==> src/segment_label_stream_engine_top_defines.svh <==
// Assertion macros for the segment label stream engine.
`ifndef SEGMENT_LABEL_STREAM_ENGINE_TOP_DEFINES_SVH
`define SEGMENT_LABEL_STREAM_ENGINE_TOP_DEFINES_SVH

// Same-cycle implication, disabled during reset.
`define SLSE_ASSERT_NOW(label, clk_sig, rst_sig, ante, cons, msg) \
  label: assert property (@(posedge clk_sig) disable iff (rst_sig) (ante) |-> (cons)) \
    else $error(msg);

// Next-cycle implication, disabled during reset.
`define SLSE_ASSERT_NEXT(label, clk_sig, rst_sig, ante, cons, msg) \
  label: assert property (@(posedge clk_sig) disable iff (rst_sig) (ante) |=> (cons)) \
    else $error(msg);

`endif

==> src/slse_pkg.sv <==
// Package: widths, tag codes and transaction types of the segment label stream engine.
`default_nettype none

package slse_pkg;

  localparam int ID_BITS    = 8;
  localparam int COUNT_BITS = 16;
  localparam int EPOCH_BITS = 8;

  typedef enum logic [1:0] {
    TAG_O = 2'd0,
    TAG_B = 2'd1,
    TAG_I = 2'd2
  } iob_tag_t;

  typedef struct packed {
    logic [ID_BITS-1:0] seg_id;
    logic               seq_last;
  } tok_t;

  typedef struct packed {
    iob_tag_t              iob_tag;
    logic [ID_BITS-1:0]    new_id;
    logic [ID_BITS-1:0]    distinct_count;
    logic [ID_BITS-1:0]    disjoint_count;
    logic [COUNT_BITS-1:0] unannotated_count;
    logic                  out_last;
  } res_t;

endpackage

`default_nettype wire

==> src/segment_label_stream_engine_top.sv <==
// Segment label stream engine: IOB tagging, id renumbering and segment counts.
//
// Usage:
//   tok channel (tok_valid/tok_ready/tok) carries one token per transaction:
//   segment id and a flag marking the last token of a sequence.
//   res channel (res_valid/res_ready/res) returns one transaction per token:
//   IOB tag, renumbered id, distinct/disjoint/unannotated counts, last flag.
//   An accepted token is held in the table stage, then its result is registered
//   in the res output register. Throughput: one token per cycle while res_ready
//   is high and no clearing pass runs, set by a single read-modify-write of the
//   per-id table memory per token; a write-to-read forward covers back-to-back
//   tokens with the same id. Table entries carry a sequence epoch, so a sequence
//   end needs no clearing. A clearing pass over all 2^ID_BITS entries (tok_ready
//   low) runs after reset and after every 2^EPOCH_BITS-1 sequences as the epoch
//   wraps, and tok_ready drops while the wrapping last token is in the table stage.
//   rst (synchronous) empties the pipeline, clears all counts and starts the
//   clearing pass.
//   When res_ready is low, one token waits in the table stage and one result in
//   the output register; tok_ready drops until the result is taken.
`default_nettype none

`include "segment_label_stream_engine_top_defines.svh"

module segment_label_stream_engine_top #(
  parameter int EPOCH_BITS = slse_pkg::EPOCH_BITS
) (
  input  wire logic          clk,
  input  wire logic          rst,
  input  wire logic          tok_valid,
  output logic               tok_ready,
  input  wire slse_pkg::tok_t tok,
  output logic               res_valid,
  input  wire logic          res_ready,
  output slse_pkg::res_t     res
);

  localparam int IDB   = slse_pkg::ID_BITS;
  localparam int CNTB  = slse_pkg::COUNT_BITS;
  localparam int DEPTH = 1 << IDB;
  localparam logic [EPOCH_BITS-1:0] EPOCH_MAX = {EPOCH_BITS{1'b1}};
  localparam logic [EPOCH_BITS-1:0] EPOCH_FIRST = EPOCH_BITS'(1);

  typedef struct packed {
    logic [EPOCH_BITS-1:0] epoch;
    logic                  disj;
    logic [IDB-1:0]        remap;
  } entry_t;

  entry_t mem [DEPTH];

  // control
  logic                  sweeping;
  logic [IDB-1:0]        sweep_addr;
  logic [EPOCH_BITS-1:0] epoch;
  logic                  s1_valid;
  slse_pkg::tok_t        s1;
  entry_t                rd_word;
  logic                  fwd_valid;
  logic [IDB-1:0]        fwd_addr;
  entry_t                fwd_data;

  // sequence state
  logic [IDB-1:0]  begin_id;
  logic [IDB-1:0]  previous_id;
  logic [IDB-1:0]  next_new_id;
  logic [IDB-1:0]  disjoint_total;
  logic [CNTB-1:0] unannotated_total;

  logic                s1_adv;
  logic                tok_acc;
  logic                wrap_hold;
  entry_t              word;
  logic                seen;
  slse_pkg::iob_tag_t  tag;
  logic [IDB-1:0]      renum;
  logic [IDB-1:0]      begin_id_next;
  logic [IDB-1:0]      next_new_id_next;
  logic [IDB-1:0]      disjoint_total_next;
  logic [CNTB-1:0]     unannotated_total_next;
  entry_t              wr_word;
  logic                wr_en;
  logic [IDB-1:0]      wr_addr;
  entry_t              wr_data;

  assign s1_adv    = s1_valid && (!res_valid || res_ready);
  assign wrap_hold = s1_valid && s1.seq_last && (epoch == EPOCH_MAX);
  assign tok_ready = !sweeping && !wrap_hold && (!s1_valid || s1_adv);
  assign tok_acc   = tok_valid && tok_ready;

  always_comb begin
    word = (fwd_valid && (fwd_addr == s1.seg_id)) ? fwd_data : rd_word;
    seen = (word.epoch == epoch);
    tag = slse_pkg::TAG_O;
    renum = '0;
    begin_id_next = begin_id;
    next_new_id_next = next_new_id;
    disjoint_total_next = disjoint_total;
    unannotated_total_next = unannotated_total;
    wr_word.epoch = epoch;
    wr_word.disj = seen ? word.disj : 1'b0;
    wr_word.remap = word.remap;
    if (s1.seg_id == '0) begin
      if (unannotated_total != {CNTB{1'b1}}) begin
        unannotated_total_next = unannotated_total + CNTB'(1);
      end
    end else begin
      if (s1.seg_id == begin_id) begin
        tag = slse_pkg::TAG_I;
      end else begin
        tag = slse_pkg::TAG_B;
        begin_id_next = s1.seg_id;
      end
      if (seen) begin
        renum = word.remap;
        if ((previous_id != s1.seg_id) && !word.disj) begin
          wr_word.disj = 1'b1;
          disjoint_total_next = disjoint_total + IDB'(1);
        end
      end else begin
        next_new_id_next = next_new_id + IDB'(1);
        renum = next_new_id_next;
        wr_word.remap = next_new_id_next;
      end
    end
  end

  always_comb begin
    if (sweeping) begin
      wr_en = 1'b1;
      wr_addr = sweep_addr;
      wr_data = '0;
    end else begin
      wr_en = s1_adv && (s1.seg_id != '0);
      wr_addr = s1.seg_id;
      wr_data = wr_word;
    end
  end

  // table memory
  always_ff @(posedge clk) begin
    if (wr_en) begin
      mem[wr_addr] <= wr_data;
    end
  end

  always_ff @(posedge clk) begin
    if (tok_acc) begin
      rd_word <= mem[tok.seg_id];
    end
  end

  always_ff @(posedge clk) begin
    if (tok_acc) begin
      s1 <= tok;
    end
    if (wr_en && !sweeping) begin
      fwd_addr <= wr_addr;
      fwd_data <= wr_data;
    end
    if (s1_adv) begin
      res.iob_tag <= tag;
      res.new_id <= renum;
      res.distinct_count <= next_new_id_next;
      res.disjoint_count <= disjoint_total_next;
      res.unannotated_count <= unannotated_total_next;
      res.out_last <= s1.seq_last;
    end
  end

  always_ff @(posedge clk) begin
    if (rst) begin
      sweeping <= 1'b1;
      sweep_addr <= '0;
      epoch <= EPOCH_FIRST;
      s1_valid <= 1'b0;
      res_valid <= 1'b0;
      fwd_valid <= 1'b0;
      begin_id <= '0;
      previous_id <= '0;
      next_new_id <= '0;
      disjoint_total <= '0;
      unannotated_total <= '0;
    end else begin
      if (sweeping) begin
        sweep_addr <= sweep_addr + IDB'(1);
        fwd_valid <= 1'b0;
        if (sweep_addr == {IDB{1'b1}}) begin
          sweeping <= 1'b0;
          epoch <= EPOCH_FIRST;
        end
      end else if (wr_en) begin
        fwd_valid <= 1'b1;
      end

      if (tok_acc) begin
        s1_valid <= 1'b1;
      end else if (s1_adv) begin
        s1_valid <= 1'b0;
      end

      if (s1_adv) begin
        res_valid <= 1'b1;
      end else if (res_ready) begin
        res_valid <= 1'b0;
      end

      if (s1_adv) begin
        if (s1.seq_last) begin
          begin_id <= '0;
          previous_id <= '0;
          next_new_id <= '0;
          disjoint_total <= '0;
          unannotated_total <= '0;
          if (epoch == EPOCH_MAX) begin
            sweeping <= 1'b1;
            sweep_addr <= '0;
          end else begin
            epoch <= epoch + EPOCH_BITS'(1);
          end
        end else begin
          begin_id <= begin_id_next;
          previous_id <= s1.seg_id;
          next_new_id <= next_new_id_next;
          disjoint_total <= disjoint_total_next;
          unannotated_total <= unannotated_total_next;
        end
      end
    end
  end

  `SLSE_ASSERT_NEXT(a_wrap_sweeps, clk, rst, s1_adv && s1.seq_last && (epoch == EPOCH_MAX), sweeping, "epoch wrap did not start a clearing pass")
  `SLSE_ASSERT_NOW(a_sweep_idle, clk, rst, sweeping, !s1_valid && !tok_acc, "token in flight during clearing pass")
  `SLSE_ASSERT_NOW(a_renum_range, clk, rst, res_valid && (res.iob_tag != slse_pkg::TAG_O), (res.new_id != '0) && (res.new_id <= res.distinct_count), "renumbered id out of range")

endmodule

`default_nettype wire
==> config.mk <==
export PLATFORM = sky130hd
export DESIGN_NAME = segment_label_stream_engine_top
export DESIGN_NICKNAME = d
export VERILOG_FILES = /design/src/slse_pkg.sv /design/src/segment_label_stream_engine_top.sv
export VERILOG_INCLUDE_DIRS = /design/src /design/src/src
export SDC_FILE = /design/constraint.sdc
export NUM_CORES = 2
export LEC_CHECK = 0
export BUFFER_PORTS_ARGS = -buffer_cell sky130_fd_sc_hd__buf_2
export CORE_MARGIN = 4
export CORE_UTILIZATION = 50
export CTS_BUF_LIST = sky130_fd_sc_hd__clkbuf_4
export CTS_CLUSTER_SIZE = 14
export DETAILED_ROUTE_END_ITERATION = 8
export PLACE_DENSITY = 0.65
export SYNTH_ARGS = -nofsm -noshare
export SYNTH_HDL_FRONTEND = slang
export SYNTH_MEMORY_MAX_BITS = 65536
export SYNTH_SLANG_ARGS = --single-unit
==> constraint.sdc <==
create_clock -name clk -period 37.8 [get_ports clk]
set_input_delay 5.67 -clock clk [delete_from_list [all_inputs] [get_ports clk]]
set_output_delay 5.67 -clock clk [all_outputs]
set_load 0.01 [all_outputs]
==> results.yml <==
status:
  status: "finished, violations left"
  violations: "capacitance limit"
detailed_routing:
  vias: 88300
  wirelength_um: 435000
  drcViolationCount: 0
  wl_per_cell_um: 30.6
  ant_nets: 0
  drtIter0Drc: 11200
  dr.pass1.iters: 6
  viasPerCell: 6.20
global_routing:
  grtUsageTotal_pct: 24.8
  first_global_vias: 90000
  grt_pass1_wl_um: 630000
  grt_overflow: 0
  antenna_found_initial: 15
  grt_max_degree: 226
floorplanning:
  ios: 58
  die-area_mm2: 0.353
  die_w_um: 594
  dieHeight_um: 594
  start_util_pct: 50.4
  core_mm2: 0.341
  rows: 214
yosys:
  post_synth_instance_area_mm2: 0.172
  yosysSeqAreaShare_pct: 78.5
  syn_nets: 7830
  synthSimpleGateAreaFrac_pct: 1.53
  synth-xor-area-share_pct: 0.382
  synthFlopType: "edfxtp_1"
  synthArstFlopShare_pct: 0
  synth_seq_cells: 4514
  synthAdderAreaFrac_pct: 0.0364
  synth-edff-count: 4446
  yosys_warnings: 0
  synth-compound-area-share_pct: 3.97
  avgSynthCellArea_um2: 22.0
  synthCells: 7812
  synth.distinct_cells: 57
  synth_top_family_by_area: "multiplexers"
  synth_mux_area_share_pct: 14.4
clock_tree:
  tritoncts: "built"
  path_clk_slew_ps: 60
  cts_resized: 0
  postCtsSetupBuffers: 0
  cts_buffers: 1191
  cts_hold_buf: 0
  cts_max_path_buffers: 5
  clkLatencyLatePin_ps: 1670
  htreeDepth: 7
  cts_sinks: 4514
  root_buffer: "clkbuf_4"
worst_setup_path:
  cpPeakStageDelay_ps: 230
  crit_chain: "buf_2 -> nor2b_1 -> a21o_1 -> a21oi_1 -> buf_2"
  crit_buf_inv: 2
  crit_slowest_cell: "nor2b_1"
  path_class: "in -> out"
  timing.rr.start: "s1[8]$_DFFE_PP_"
  rr_worst_depth: 12
  crit_path_frequent_cell: "buf_2"
  start_kind: "input pin"
  cp.arrival_ps: 6410
  required_ps: 32130
  endpoint_kind: "output pin"
  rr_endpoint: "mem[49][7]$_DFFE_PP_"
  worstPathMaxFanout: 3
  critPathTopFamily: "buffers and inverters"
  r2r_setup_slack_ps: 32090
timing:
  setup_viol: 0
  fin_skew_ps: 161
  fmax_mhz: 82.8
  report.final.slew_viol_count: 0
  fin_setup_tns_ps: 0
  period_minus_slack_ps: 12080
  post-route-period-util_pct: 32.0
  fin_ws_ps: 25720
  worst_pin_slew_ps: 1450
  grt_setup_unrepaired: "false"
  slew_headroom_pct: 2.01
  hold_viol_final: 0
worst_hold_path:
  worstHoldStart: "disjoint_total[7]$_SDFFE_PP0P_"
  hold_path_class: "reg -> reg"
  hold_end: "disjoint_total[7]$_SDFFE_PP0P_"
  hold_depth: 2
layout:
  layout_common_cells: "edfxtp_1 (4446), clkbuf_4 (1657), mux4_2 (1088)"
  nets: 8996
  layout-drive-gt1-share_pct: 35.3
  layout_commonest_cell: "edfxtp_1"
  layout.cells.non_filler: 14200
  fillers: 25300
  postLayoutCellArea_mm2: 0.194
  area_delta_synth_final_pct: 12.7
  multi_input_area_mm2: 0.0355
  register_area_mm2: 0.135
power:
  vdd.ir_drop.worst_mv: 0.0282
  p_total_mw: 9.64
  power.static_leakage_nw: 67.4
  power.density_mw_per_mm2: 49.8
placed_design:
  portBuffers: 57
  dpl-instance-area_mm2: 0.180
  place_congestion: 0.816
  place_inst: 12300
  place_hpwl_um: 244000
  pre_cts_ws_ps: 25740
run:
  maxCapViolCount: 1
[stage by stage]
step | util [%] | hold WS [ps]
floorplan | - | 424
global placement | 52.7 | 482
detailed placement | 52.7 | 491
CTS | 56.7 | 499
global route | 56.7 | 550
finish | 56.7 | 499
[tightest hold or removal path: cells and delay by family (launching register included)]
| kind | cells | cell delay, ps |
|---|---|---|
| AOI/OAI and AO/OA | 1 | 50 |
| DFF | 1 | 330 |
| and+or+nand+nor | 1 | 60 |
[cell type report]
type / instances / area share (%)
Timing Repair Buffer: 451 / 1.84
Antenna cell: 29 / 0.0375
Clock inverter: 235 / 0.698
Multi-Input combinational cell: 2797 / 18.4
Sequential cell: 4514 / 69.7
Tap cell: 4536 / 2.93
Clock buffer: 1657 / 6.43
Inverter: 23 / 0.0446
[kinds of logic (layout without fill, tap and decap cells)]
family,count (synthesis),count (layout)
AO/OA/AOI/OAI,1003,1003
other,0,29
multiplexers,1111,1111
adder cells (fa/ha/maj),5,5
flip-flops,4514,4514
XOR/XNOR,75,75
buffers and inverters,501,2366
AND/OR/NAND/NOR,603,603
[where the power goes]
group,switching (mW),internal [mW],total [mW],leakage (nW)
Sequential,0.00174,5.42,5.42,47.6
Clock,1.86,2.11,3.97,8.29
Combinational,0.159,0.0835,0.242,11.5
Total,2.03,7.61,9.64,67.4
[Yosys cell counts, drive strengths merged, types with 14 or more instances]
cell	instances	area share, %
inv	23	0.050
clkbuf	307	0.67
a22oi	562	2.5
edfxtp	4446	78
nand4	28	0.10
a21oi	307	0.89
nand3	41	0.12
a211oi	15	0.066
xnor2	44	0.22
mux4	1088	14
mux2i	19	0.11
o41ai	68	0.35
xor2	31	0.16
and3	15	0.055
dfxtp	68	0.79
nor2b	14	0.051
o21ai	18	0.052
buf	171	0.46
nand2	81	0.18
nor2	365	0.80
nor3	16	0.050
[per-layer routing]
metal,share of wire (%),global-route usage [%],wire length [um],up-vias
met3,10,6.49,44500,644
met2,48,38.0,209000,4962
met5,0.0087,0,38,-
met4,3.0,9.44,13000,6
met1,39,34.7,169000,46500
li1,-,-,-,36200
[worst max path at each step]
stage | endpoint | cells past startpoint | slack, ps | start
finish | tok_ready | 5 | 25720 | res_ready
global route | tok_ready | 5 | 25690 | res_ready
CTS | tok_ready | 5 | 25730 | res_ready
detailed placement | tok_ready | 5 | 25740 | res_ready
global placement | rd_word[12]$_DFFE_PP_ | 9 | 25640 | tok[2]
floorplan | fwd_data[6]$_DFFE_PP_ | 10 | 23220 | epoch[4]$_SDFF_PP0_
[registers in the layout, summed over array words and instances (netlist names)]
register and flops:
begin_id 8, disjoint_total 8, epoch 8, fwd_addr 8, fwd_data 17, fwd_valid 1
mem 4352, next_new_id 8, previous_id 8, rd_word 17, res 43, res_valid 1
s1 9, s1_valid 1, sweep_addr 8, sweeping 1, unannotated_total 16
Power figures use the tool's default switching activity.
